==> src/sv/pnve_pkg.sv <==
// ----------------------------------------------------------------------------
// pnve_pkg: shared types and tables
// Word layouts, register indexes, envelope state and the note period table.
// ----------------------------------------------------------------------------
package pnve_pkg;

	localparam int unsigned NOTE_W   = 7;
	localparam int unsigned PERIOD_W = 11;
	localparam int unsigned CFG_IDX_W = 3;
	localparam int unsigned REST_NOTE = 72;

	localparam logic [3:0] NOISE_START_LEVEL = 4'h9;   // 0x90 high nibble
	localparam logic [2:0] NOISE_RELOAD      = 3'h0;   // 0x90 low three bits
	localparam logic [1:0] CTRL_FLAGS        = 2'b11;  // the 0x30 bits

	typedef enum logic [CFG_IDX_W-1:0] {
		REG_PLAYING           = 3'd0,
		REG_LEAD_VOLUME       = 3'd1,
		REG_LEAD_INSTRUMENT   = 3'd2,
		REG_SECOND_VOLUME     = 3'd3,
		REG_SECOND_INSTRUMENT = 3'd4
	} cfg_reg_t;

	typedef struct packed {
		logic                lead_trigger;
		logic [NOTE_W-1:0]   lead_note;
		logic                lead_effect_busy;
		logic                second_trigger;
		logic [NOTE_W-1:0]   second_note;
		logic                noise_trigger;
		logic [7:0]          noise_word;
		logic                noise_effect_busy;
	} in_word_t;

	typedef struct packed {
		logic [7:0]          lead_control;
		logic [PERIOD_W-1:0] lead_period;
		logic                lead_key_on;
		logic [7:0]          second_control;
		logic [PERIOD_W-1:0] second_period;
		logic                second_key_on;
		logic [5:0]          noise_control;
		logic [7:0]          noise_mode;
		logic                noise_key_on;
	} out_word_t;

	typedef struct packed {
		logic [2:0] timer;
		logic [3:0] level;
	} env_t;

	localparam logic [PERIOD_W-1:0] PERIOD_TABLE [0:REST_NOTE] = '{
		11'h7f1,11'h77f,11'h713,11'h6ad,11'h64d,11'h5f3,11'h59d,11'h54c,
		11'h500,11'h4b8,11'h474,11'h434,11'h3f8,11'h3bf,11'h389,11'h356,
		11'h326,11'h2f9,11'h2ce,11'h2a6,11'h280,11'h25c,11'h23a,11'h21a,
		11'h1fb,11'h1df,11'h1c4,11'h1ab,11'h193,11'h17c,11'h167,11'h152,
		11'h13f,11'h12d,11'h11c,11'h10c,11'h0fd,11'h0ef,11'h0e1,11'h0d5,
		11'h0c9,11'h0bd,11'h0b3,11'h0a9,11'h09f,11'h096,11'h08e,11'h086,
		11'h07e,11'h077,11'h070,11'h06a,11'h064,11'h05e,11'h059,11'h054,
		11'h04f,11'h04b,11'h046,11'h042,11'h03f,11'h03b,11'h038,11'h034,
		11'h031,11'h02f,11'h02c,11'h029,11'h027,11'h025,11'h023,11'h021,
		11'h000
	};

	// indexes above the rest entry saturate to the rest entry
	function automatic logic [PERIOD_W-1:0] period_lookup(input logic [NOTE_W-1:0] note);
		logic [PERIOD_W-1:0] p;
		if (note > NOTE_W'(REST_NOTE)) begin
			p = PERIOD_TABLE[REST_NOTE];
		end else begin
			p = PERIOD_TABLE[note];
		end
		return p;
	endfunction

endpackage

==> src/sv/pnve_env.sv <==
// ----------------------------------------------------------------------------
// pnve_env: one volume envelope step
// Counts the envelope timer down; on expiry reloads it and drops the level.
// ----------------------------------------------------------------------------
module pnve_env (
	input  pnve_pkg::env_t cur,
	input  logic [2:0]     reload,
	output pnve_pkg::env_t nxt
);
	import pnve_pkg::*;

	logic [2:0] dec;

	assign dec = cur.timer - 3'd1;

	always_comb begin
		nxt = cur;
		if (cur.timer != 3'd0) begin
			nxt.timer = dec;
			if (dec == 3'd0) begin
				nxt.timer = reload;
				if (cur.level != 4'd0) begin
					nxt.level = cur.level - 4'd1;
				end
			end
		end
	end

endmodule

==> src/sv/pulse_noise_volume_envelope.sv <==
// ----------------------------------------------------------------------------
// pulse_noise_volume_envelope: pulse and noise envelope tick
// Note triggers, envelopes and length counters for two pulse voices and noise.
// ----------------------------------------------------------------------------
// usage
//  - in channel (in_valid/in_ready/in_word): one word per tick carrying the
//    optional note triggers for lead, second and noise voices
//  - out channel (out_valid/out_ready/out_word): one word per tick with the
//    control bytes, held periods and key-on flags after the tick
//  - cfg channel (cfg_valid/cfg_ready/cfg_index/cfg_data): register writes,
//    always ready; unknown indexes are dropped; write only while idle
//  - result: registered, and shows in the cycle after its input word is taken
//  - throughput: one word per cycle unless a result stalls; a tick's work
//    is a short path from voice state and incoming word to the result register
//  - the period lookup is a constant table read in the same cycle
//  - stall: in_ready follows out_ready while a result waits, so a new word
//    is taken in the very cycle the pending result leaves
//  - reset: every voice state, config register and the result valid clear at once
// ----------------------------------------------------------------------------
module pulse_noise_volume_envelope (
	input  logic                                clk,
	input  logic                                arst_n,
	input  logic                                in_valid,
	output logic                                in_ready,
	input  pnve_pkg::in_word_t                  in_word,
	output logic                                out_valid,
	input  logic                                out_ready,
	output pnve_pkg::out_word_t                 out_word,
	input  logic                                cfg_valid,
	output logic                                cfg_ready,
	input  logic [pnve_pkg::CFG_IDX_W-1:0]      cfg_index,
	input  logic [7:0]                          cfg_data
);
	import pnve_pkg::*;

	// configuration registers
	logic       playing_q;
	logic [7:0] lead_volume_q, lead_instrument_q;
	logic [7:0] second_volume_q, second_instrument_q;

	// voice state
	env_t                lead_env_q, second_env_q, noise_env_q;
	logic [7:0]          lead_latched_q;
	logic [3:0]          lead_ctrl_high_q;
	logic [3:0]          lead_length_q;
	logic [2:0]          second_length_q;
	logic [PERIOD_W-1:0] lead_period_q, second_period_q;
	logic [7:0]          noise_mode_q;

	// result register
	logic      out_valid_q;
	out_word_t out_word_q;

	logic accept;

	// event stage signals
	logic                lead_fire, second_fire, noise_fire;
	logic [PERIOD_W-1:0] lead_p, second_p;
	logic                lead_on, second_on, noise_on;
	env_t                lead_ev, second_ev, noise_ev;
	env_t                lead_st, second_st, noise_st;
	logic [7:0]          lead_latched_d;
	logic [3:0]          lead_ctrl_high_d;
	logic [3:0]          lead_length_ev, lead_length_d;
	logic [2:0]          second_length_ev, second_length_d;
	logic [PERIOD_W-1:0] lead_period_d, second_period_d;
	logic [7:0]          noise_mode_d;
	logic [3:0]          lead_level_d, second_level_d;

	assign cfg_ready = 1'b1;
	assign in_ready  = !out_valid_q || out_ready;
	assign accept    = in_valid && in_ready;
	assign out_valid = out_valid_q;
	assign out_word  = out_word_q;

	always_ff @(posedge clk or negedge arst_n) begin
		if (!arst_n) begin
			playing_q           <= 1'b0;
			lead_volume_q       <= '0;
			lead_instrument_q   <= '0;
			second_volume_q     <= '0;
			second_instrument_q <= '0;
		end else if (cfg_valid) begin
			unique case (cfg_index)
				REG_PLAYING:           playing_q           <= cfg_data[0];
				REG_LEAD_VOLUME:       lead_volume_q       <= cfg_data;
				REG_LEAD_INSTRUMENT:   lead_instrument_q   <= cfg_data;
				REG_SECOND_VOLUME:     second_volume_q     <= cfg_data;
				REG_SECOND_INSTRUMENT: second_instrument_q <= cfg_data;
				default: ;  // unmapped index, write dropped
			endcase
		end
	end

	// note events; a sound effect blocks lead and noise but never second
	assign lead_fire   = playing_q && in_word.lead_trigger && !in_word.lead_effect_busy;
	assign second_fire = playing_q && in_word.second_trigger;
	assign noise_fire  = playing_q && in_word.noise_trigger && !in_word.noise_effect_busy;

	assign lead_p   = period_lookup(in_word.lead_note);
	assign second_p = period_lookup(in_word.second_note);

	assign lead_on   = lead_fire && (lead_p != '0);
	assign second_on = second_fire && (second_p != '0);
	assign noise_on  = noise_fire && (in_word.noise_word != 8'd0);

	always_comb begin
		// lead voice
		lead_ev          = lead_env_q;
		lead_latched_d   = lead_latched_q;
		lead_ctrl_high_d = lead_ctrl_high_q;
		lead_period_d    = lead_period_q;
		lead_length_ev   = lead_length_q;
		if (lead_on) begin
			lead_ev.level    = lead_volume_q[7:4];
			lead_ev.timer    = lead_volume_q[2:0];
			lead_latched_d   = lead_volume_q;
			lead_ctrl_high_d = {lead_instrument_q[7:6], CTRL_FLAGS};
			lead_period_d    = lead_p;
			lead_length_ev   = lead_instrument_q[5:2];
		end else if (lead_fire) begin
			lead_ev.level = 4'd0;  // rest
		end

		// second voice
		second_ev        = second_env_q;
		second_period_d  = second_period_q;
		second_length_ev = second_length_q;
		if (second_on) begin
			second_ev.level  = second_volume_q[7:4];
			second_ev.timer  = second_volume_q[2:0];
			second_period_d  = second_p;
			second_length_ev = second_instrument_q[5:3];
		end else if (second_fire) begin
			second_ev.level = 4'd0;
		end

		// noise voice
		noise_ev     = noise_env_q;
		noise_mode_d = noise_mode_q;
		if (noise_on) begin
			noise_ev.level = NOISE_START_LEVEL;
			noise_ev.timer = NOISE_RELOAD;
			noise_mode_d   = in_word.noise_word;
		end else if (noise_fire) begin
			noise_ev.level = 4'd0;
		end
	end

	pnve_env u_lead_env (
		.cur    (lead_ev),
		.reload (lead_latched_d[2:0]),
		.nxt    (lead_st)
	);

	pnve_env u_second_env (
		.cur    (second_ev),
		.reload (second_volume_q[2:0]),
		.nxt    (second_st)
	);

	pnve_env u_noise_env (
		.cur    (noise_ev),
		.reload (NOISE_RELOAD),
		.nxt    (noise_st)
	);

	// length counters; running out restores the start level
	always_comb begin
		lead_length_d = lead_length_ev;
		lead_level_d  = lead_st.level;
		if (lead_length_ev != 4'd0) begin
			lead_length_d = lead_length_ev - 4'd1;
			if (lead_length_d == 4'd0) begin
				lead_level_d = lead_latched_d[7:4];
			end
		end

		second_length_d = second_length_ev;
		second_level_d  = second_st.level;
		if (second_length_ev != 3'd0) begin
			second_length_d = second_length_ev - 3'd1;
			if (second_length_d == 3'd0) begin
				second_level_d = second_volume_q[7:4];
			end
		end
	end

	// voice state advances once per accepted tick
	always_ff @(posedge clk or negedge arst_n) begin
		if (!arst_n) begin
			lead_env_q       <= '0;
			second_env_q     <= '0;
			noise_env_q      <= '0;
			lead_latched_q   <= '0;
			lead_ctrl_high_q <= '0;
			lead_length_q    <= '0;
			second_length_q  <= '0;
			lead_period_q    <= '0;
			second_period_q  <= '0;
			noise_mode_q     <= '0;
		end else if (accept) begin
			lead_env_q       <= '{timer: lead_st.timer, level: lead_level_d};
			second_env_q     <= '{timer: second_st.timer, level: second_level_d};
			noise_env_q      <= noise_st;
			lead_latched_q   <= lead_latched_d;
			lead_ctrl_high_q <= lead_ctrl_high_d;
			lead_length_q    <= lead_length_d;
			second_length_q  <= second_length_d;
			lead_period_q    <= lead_period_d;
			second_period_q  <= second_period_d;
			noise_mode_q     <= noise_mode_d;
		end
	end

	// result word valid
	always_ff @(posedge clk or negedge arst_n) begin
		if (!arst_n) begin
			out_valid_q <= 1'b0;
		end else if (in_ready) begin
			out_valid_q <= in_valid;
		end
	end

	// result payload, no reset needed
	always_ff @(posedge clk) begin
		if (accept) begin
			out_word_q.lead_control   <= {lead_ctrl_high_d, lead_level_d};
			out_word_q.lead_period    <= lead_period_d;
			out_word_q.lead_key_on    <= lead_on;
			out_word_q.second_control <= {second_instrument_q[7:6], CTRL_FLAGS, second_level_d};
			out_word_q.second_period  <= second_period_d;
			out_word_q.second_key_on  <= second_on;
			out_word_q.noise_control  <= {CTRL_FLAGS, noise_st.level};
			out_word_q.noise_mode     <= noise_mode_d;
			out_word_q.noise_key_on   <= noise_on;
		end
	end

endmodule

==> config.mk <==
export PLATFORM = sky130hd
export DESIGN_NAME = pulse_noise_volume_envelope
export DESIGN_NICKNAME = d
export VERILOG_FILES = /design/src/sv/pnve_pkg.sv /design/src/sv/pnve_env.sv /design/src/sv/pulse_noise_volume_envelope.sv
export SDC_FILE = /design/constraint.sdc
export NUM_CORES = 1
export LEC_CHECK = 0
export BUFFER_PORTS_ARGS = -buffer_cell sky130_fd_sc_hd__buf_2
export CORE_ASPECT_RATIO = 0.7
export CORE_MARGIN = 4
export CORE_UTILIZATION = 40
export CTS_CLUSTER_DIAMETER = 60
export DETAILED_ROUTE_END_ITERATION = 8
export GPL_TIMING_DRIVEN = 0
export SKIP_LAST_GASP = 1
export SYNTH_ARGS = -nofsm -noshare
export SYNTH_HDL_FRONTEND = slang
export SYNTH_SLANG_ARGS = --single-unit
==> constraint.sdc <==
create_clock -name clk -period 8.4 [get_ports clk]
set_clock_uncertainty 0.2 [all_clocks]
set_input_delay 1.26 -clock clk [delete_from_list [all_inputs] [get_ports clk]]
set_output_delay 1.26 -clock clk [all_outputs]
set_load 0.05 [all_outputs]
# Word level (Yosys, flattened, before mapping)
# Memory sizes are Yosys's and may differ from the RTL's.
# Cells that the tools add are included.
dict set report classes {
  addsub 8
  n_lt_le_gt_ge 4
  eq_ne 4
  n_mux 37
  bitwise_logic 2
  reduce_logical 36
}
# operator n
set op_table {}
lappend op_table {{2-to-1 mux 11 bit} 8}
lappend op_table {{2-to-1 mux 4 bit} 16}
lappend op_table {{2-to-1 mux 7 bit} 6}
lappend op_table {{nonzero test 11 bit} 2}
lappend op_table {{>= comparator 8 bit, second input constant} 2}
lappend op_table {{2-to-1 mux 8 bit} 2}
lappend op_table {{inverter 7 -> 8 bit} 2}
lappend op_table {{nonzero test 4 bit} 4}
lappend op_table {{subtractor 4 x 1 -> 4 bit, second input constant} 4}
lappend op_table {{logical NOT 3 bit} 5}
lappend op_table {{2-to-1 mux 3 bit} 5}
lappend op_table {{> comparator 7 bit, second input constant} 2}
lappend op_table {{AND reduction 2 bit} 6}
lappend op_table {{nonzero test 3 bit} 4}
lappend op_table {{subtractor 3 x 1 -> 3 bit, second input constant} 4}
lappend op_table {{logical AND 1 bit} 9}
lappend op_table {{nonzero test 8 bit} 1}
lappend op_table {{equality test 3 x 2 -> 1 bit, second input constant} 2}
lappend op_table {{logical NOT 4 bit} 1}
lappend op_table {{equality test 3 x 1 -> 1 bit, second input constant} 1}
lappend op_table {{equality test 3 bit, second input constant} 1}
lappend op_table {{logical NOT 1 bit} 3}
lappend op_table {{logical OR 1 bit} 1}
dict set report totals {
  register_bits 155
  mem_bits_ro 2816
  in_bits 43
  wordCells 122
  n_memories 2
}
# name words word_bits rd rd_ports_with_merged_regs wr line
set mem_list {}
lappend mem_list {{(name not given)} 128 11 1 0 0 pnve_pkg.sv:71} ;# p = PERIOD_TABLE[note];
lappend mem_list {{(name not given)} 128 11 1 0 0 pnve_pkg.sv:71}

# Longest topological paths before layout
dict set report depth {
  word_depth 14
  depth_mapped 15
}

# Modules after synthesis
# Synthesis repeated with hierarchy kept, for this count alone.
dict set report unflattened {
  hier_cells 951
  hier_area_um2 9270.1
}
# module n_inst cells_per_inst area_each_um2
set modules_own_cells {}
lappend modules_own_cells {pulse_noise_volume_envelope 1 858 8515.7}
lappend modules_own_cells {pnve_env 3 31 251.5}

# Worst setup path before layout
# No wires, ideal clock.
dict set report synth_timing {
  path_kind {input port to flip-flop}
  from {input in_word[24] (netlist bit)}
  to {register lead_env_q[1] (netlist bit)}
  setup_ns 0.065
  arrival_ns 3.903
  path_slack_ns 4.231
  path_stages 13
  path_cell_list {buf_4 o31ai_4 nand2_1 buf_4 buf_2 mux2i_1 ha_1 ha_1 nand2_1 a311o_1 mux2_4 mux2i_1 mux2_2}
}
dict set report synth_between {
  elab_chain_cells 14
}
# item line
set synth_rtl {}
lappend synth_rtl {{from (decl)} pulse_noise_volume_envelope.sv:25} ;# input pnve_pkg::in_word_t in_word,
lappend synth_rtl {{inverter 7 -> 8 bit (not written as such)} pnve_pkg.sv:71}
lappend synth_rtl {{memory read (128 x 11 bit)} --}
lappend synth_rtl {{2-to-1 mux 11 bit (not written as such) (2 in series)} pnve_pkg.sv:71}
lappend synth_rtl {{2-to-1 mux 11 bit (*)} pnve_pkg.sv:68} ;# if (note > NOTE_W'(REST_NOTE)) begin
lappend synth_rtl {{nonzero test 11 bit (*)} pulse_noise_volume_envelope.sv:103} ;# assign lead_on = lead_fire && (lead_p != '0);
lappend synth_rtl {{logical AND 1 bit (*)} pulse_noise_volume_envelope.sv:103}
lappend synth_rtl {{2-to-1 mux 4 bit / 2-to-1 mux 3 bit (equally long branches)} pulse_noise_volume_envelope.sv:114} ;# if (lead_on) begin
lappend synth_rtl {{subtractor 4 x 1 -> 4 bit, or another cell as far along} pnve_env.sv:23} ;# nxt.level = cur.level - 4'd1;
lappend synth_rtl {{2-to-1 mux 4 bit / logical NOT 3 bit (equally long branches)} {pnve_env.sv:22, pnve_env.sv:20}}
lappend synth_rtl {{2-to-1 mux 7 bit} pnve_env.sv:20} ;# if (dec == 3'd0) begin
lappend synth_rtl {{2-to-1 mux 7 bit} pnve_env.sv:18} ;# if (cur.timer != 3'd0) begin
lappend synth_rtl {{2-to-1 mux 4 bit} pulse_noise_volume_envelope.sv:174} ;# if (lead_length_d == 4'd0) begin
lappend synth_rtl {{2-to-1 mux 4 bit (*)} pulse_noise_volume_envelope.sv:172} ;# if (lead_length_ev != 4'd0) begin
lappend synth_rtl {{net lead_level_d[1]} pulse_noise_volume_envelope.sv:68} ;# logic [3:0] lead_level_d, second_level_d;
lappend synth_rtl {{to (signal assigned)} pulse_noise_volume_envelope.sv:203} ;# lead_env_q <= '{timer: lead_st.timer, level: lead_level_d};
lappend synth_rtl {{to (decl)} pulse_noise_volume_envelope.sv:42} ;# env_t lead_env_q, second_env_q, noise_env_q;
# Mark *: on every way through the listed nets, which the timed path passes. The rest lies on a longest branch. The select of a mux whose other input is x is not followed.
# A chain may end at the register's enable or synchronous reset.

# Final worst setup path
dict set report layout_timing {
  from {input in_word[15] (netlist bit)}
  to {register second_env_q[3] (netlist bit)}
}
dict set report layout_between {
  elab_chain_cells 14
}
# item line
set layout_rtl {}
lappend layout_rtl {{inverter 7 -> 8 bit (not written as such)} pnve_pkg.sv:71}
lappend layout_rtl {{memory read (128 x 11 bit)} --}
lappend layout_rtl {{2-to-1 mux 11 bit (not written as such) (2 in series)} pnve_pkg.sv:71}
lappend layout_rtl {{2-to-1 mux 11 bit (*)} pnve_pkg.sv:68}
lappend layout_rtl {{nonzero test 11 bit (*)} pulse_noise_volume_envelope.sv:104} ;# assign second_on = second_fire && (second_p != '0);
lappend layout_rtl {{logical AND 1 bit (*)} pulse_noise_volume_envelope.sv:104}
lappend layout_rtl {{net second_on} pulse_noise_volume_envelope.sv:59} ;# logic lead_on, second_on, noise_on;
lappend layout_rtl {{2-to-1 mux 4 bit / 2-to-1 mux 3 bit (equally long branches)} pulse_noise_volume_envelope.sv:129} ;# if (second_on) begin
lappend layout_rtl {{subtractor 4 x 1 -> 4 bit, or another cell as far along} pnve_env.sv:23}
lappend layout_rtl {{2-to-1 mux 4 bit / logical NOT 3 bit (equally long branches)} {pnve_env.sv:22, pnve_env.sv:20}}
lappend layout_rtl {{2-to-1 mux 7 bit} pnve_env.sv:20}
lappend layout_rtl {{2-to-1 mux 7 bit} pnve_env.sv:18}
lappend layout_rtl {{2-to-1 mux 4 bit} pulse_noise_volume_envelope.sv:183} ;# if (second_length_d == 3'd0) begin
lappend layout_rtl {{2-to-1 mux 4 bit (*)} pulse_noise_volume_envelope.sv:181} ;# if (second_length_ev != 3'd0) begin
lappend layout_rtl {{net second_level_d[3]} pulse_noise_volume_envelope.sv:68}
lappend layout_rtl {{to (signal assigned)} pulse_noise_volume_envelope.sv:204} ;# second_env_q <= '{timer: second_st.timer, level: second_level_d};
lappend layout_rtl {{to (decl)} pulse_noise_volume_envelope.sv:42}
# Marked as above.

==> run_results.csv <==
group,metric,value,unit
worst_setup_path,reg2reg_slack,4.64,ns
die,coreArea,22000,µm²
logic_synthesis,yosys.area.top_type,"dfrtp_1",
die,die-area,25200,µm²
die,die_w,188,µm
logic_synthesis,synth_cells,910,
grt,grt_pass1_wl,39600,µm
detailed_routing,first_pass_iters,4,
clock_tree,cts_tree,"done",
pwr,swShare,36.3,%
detailed_routing,drtIter0Drc,643,
logic_synthesis,yosysSeqAreaShare,43.3,%
placed_design,dp_cells,1311,
placed_design,dpl_worst_slack,3.59,ns
grt,antenna_found_initial,0,
pwr,power.switching,1.02,mW
clock_tree,cts_hold_buffers,0,
timing,hold_viol_final,0,
clock_tree,cts_root_buf,"clkbuf_16",
final_layout,fin_nets,1100,
clock_tree,clk_pin_slew,0.06,ns
final_layout,drive_gt1_share,24.2,%
pwr,seqPwrFrac,38.1,%
detailed_routing,num_vias,7567,
final_layout,fin_area,10600,µm²
worst_setup_path,critPathCaptureType,"flop",
timing,whs,0.249,ns
placed_design,port_buffers,91,
worst_setup_path,crit_path_start_kind,"input pin",
logic_synthesis,yosysWarnings,0,
grt,grt_pass1_vias,7103,
logic_synthesis,synth_top_area_share,26.4,%
timing,worst_slack,3.96,ns
timing,relSlewSlack,43.7,%
grt,grt_max_degree,61,
grt,grt_usage,19.4,%
detailed_routing,via_per_inst,5.63,
die,initial_core_util,41.3,%
logic_synthesis,yosys-top-cells-count,"nand2_1 (130), dfrtp_1 (96), mux2_2 (80)",
logic_synthesis,synth.distinct_cells,70,
worst_setup_path,crit_fanout,10,
placed_design,gp_congestion,0.937,
logic_synthesis,synthArstFlopShare,65.3,%
detailed_routing,wl_per_cell,18.2,µm
timing,fin_crit_sh,52.9,%
clock_tree,cts_resized,0,
logic_synthesis,yosys_register_bits,147,
clock_tree,h-tree-depth,4,
pwr,power.internal,1.80,mW
clock_tree,cts_sinks,147,
timing,final.setup.tns,0,ns
detailed_routing,wl,24400,µm
final_layout,antenna_cells,0,
timing,worst_pin_slew,0.823,ns
clock_tree,post_cts_buffers,0,
pwr,clkPwrFrac,27.5,%
pwr,combPwrFrac,34.4,%
final_layout,instances_no_fill,1343,
logic_synthesis,synth_enable_flop_cells,51,
logic_synthesis,syn_avg_cell_area,9.99,µm²
detailed_routing,ant_nets,0,
timing,fmax,225,MHz
clock_tree,cts_made_buffers,17,
clock_tree,clk_path_buf_depth,2,
placed_design,hpwl,17400,µm
logic_synthesis,synth_ff_type,"dfrtp_1",
pwr,irDropWorstVdd,0.163,mV
final_layout,areaGrowthSynthToFinish,16.2,%
grt,grt_overflow_total,0,
final_layout,final_util,48.0,%
placed_design,post_dp_cell_area,9970,µm²
pwr,power_density,267,nW/µm²
final_layout,num-fill-cells,2072,
detailed_routing,drc_errors,0,
status,status,"complete, no violations",
die,rows,45,
timing,rsz0062_at_grt,"no",
timing,finalCriticalPeriod,4.44,ns
hold_path,worst_hold_path_type,"reg -> reg",
die,chipHeight,134,µm
pwr,p_total,2.82,mW
timing,setup_viol,0,
logic_synthesis,yosys-top-cells-area,"dfrtp_1 (26%), edfxtp_1 (17%), mux2_2 (9.9%), nand2_1 (5.4%), ha_1 (4.4%)",
timing,slew_viol_final,0,
die,boundaryPins,101,
logic_synthesis,yosysMostFrequentCell,"nand2_1",
clock_tree,clock_latency,0.42,ns
worst_setup_path,worstPathRequired,8.56,ns
pwr,power.leakage,4.60,nW
worst_setup_path,arrival,4.60,ns
logic_synthesis,synth_area,9090,µm²
worst_setup_path,path_class,"in -> reg",
job,cap_viol_max_count,0,
## power by group through the flow
stage / registers, mW / clock network, mW / logic [mW]
floorplan: 1.20 / 0 / 0.607
global placement: 1.08 / 0 / 0.946
detailed placement: 1.08 / 0 / 0.955
CTS: 1.07 / 0.792 / 0.963
global route: 1.10 / 0.828 / 1.07
finish: 1.07 / 0.776 / 0.970
## cells by family (layout without fill, tap and decap cells)
| family | count (synthesis) | in the layout | synth area share [%] |
|---|---|---|---|
| AOI/OAI and AO/OA | 226 | 226 | 16.9 |
| xor gates and xnor gates | 9 | 9 | 0.867 |
| adders and majority gates | 32 | 32 | 4.40 |
| other | 1 | 5 | 0.0413 |
| muxes | 116 | 116 | 15.0 |
| buffers and inverters | 93 | 217 | 4.53 |
| and+or+nand+nor | 286 | 286 | 14.9 |
| DFF | 147 | 147 | 43.3 |
## final cells by class
type	instances	area [µm²]	share of cell area, %
Multi-Input combinational cell	674	4760	45.0
Timing Repair Buffer	92	485	4.59
Clock inverter	14	165	1.56
Buffer	66	310	2.94
Sequential cell	147	3930	37.2
Inverter	27	101	0.959
Tap cell	305	382	3.61
Clock buffer	18	429	4.06
## path summary, 6_finish.rpt
kind | from | end | cells past startpoint
max | in_word[15] | second_env_q[3]$_DFFE_PN0P_ | 15
min in group asynchronous | arst_n | lead_latched_q[5]$_DFFE_PN0P_ | 1
min | second_instrument_q[7]$_DFFE_PN0P_ | out_word[34]$_DFFE_PP_ | 0
min reg2reg | second_instrument_q[7]$_DFFE_PN0P_ | out_word[34]$_DFFE_PP_ | 0
max reg2reg | playing_q$_DFFE_PN0P_ | lead_env_q[3]$_DFFE_PN0P_ | 15
max in group asynchronous | arst_n | second_env_q[3]$_DFFE_PN0P_ | 2
## cell usage in the layout, fill, tap and decap left out, types with 31 or more instances in the layout
cell / Yosys / final
a21oi_1: 43 / 43
edfxtp_1: 51 / 51
nand2_1: 130 / 130
nor2_1: 40 / 40
ha_1: 32 / 32
dfrtp_1: 96 / 96
clkbuf_1: 30 / 31
o21ai_0: 50 / 50
mux2_2: 80 / 80
buf_2: 20 / 110
## registers in the layout, indices dropped and copies added, names as in the netlist, 5 cells and up
| name | cells |
|---|---|
| lead_latched_q | 7 |
| lead_volume_q | 7 |
| second_volume_q | 7 |
| lead_period_q | 11 |
| noise_mode_q | 8 |
| noise_env_q | 7 |
| lead_instrument_q | 6 |
| second_env_q | 7 |
| lead_env_q | 7 |
| second_period_q | 11 |
| out_word | 51 |
| second_instrument_q | 5 |
## layer usage
metal	wire [µm]	global-route usage [%]	up-vias
li1	-	-	3577
met1	12600	30.9	3679
met2	10000	27.2	285
met3	1550	3.80	26
met4	294	4.16	0
met5	0	0	-
## critical path: stages
cell and delay, ns:
buf_2 0.10, clkbuf_1 0.25, o31ai_1 0.43, nand2_1 0.27, inv_2 0.28, nand2_1 0.08
and2_1 0.18, ha_1 0.19, ha_1 0.29, nand2_1 0.13, nor2_1 0.21, o221ai_1 0.16
mux2_2 0.29, a21oi_1 0.28, mux2_2 0.21
Power figures use the tool's default switching activity.
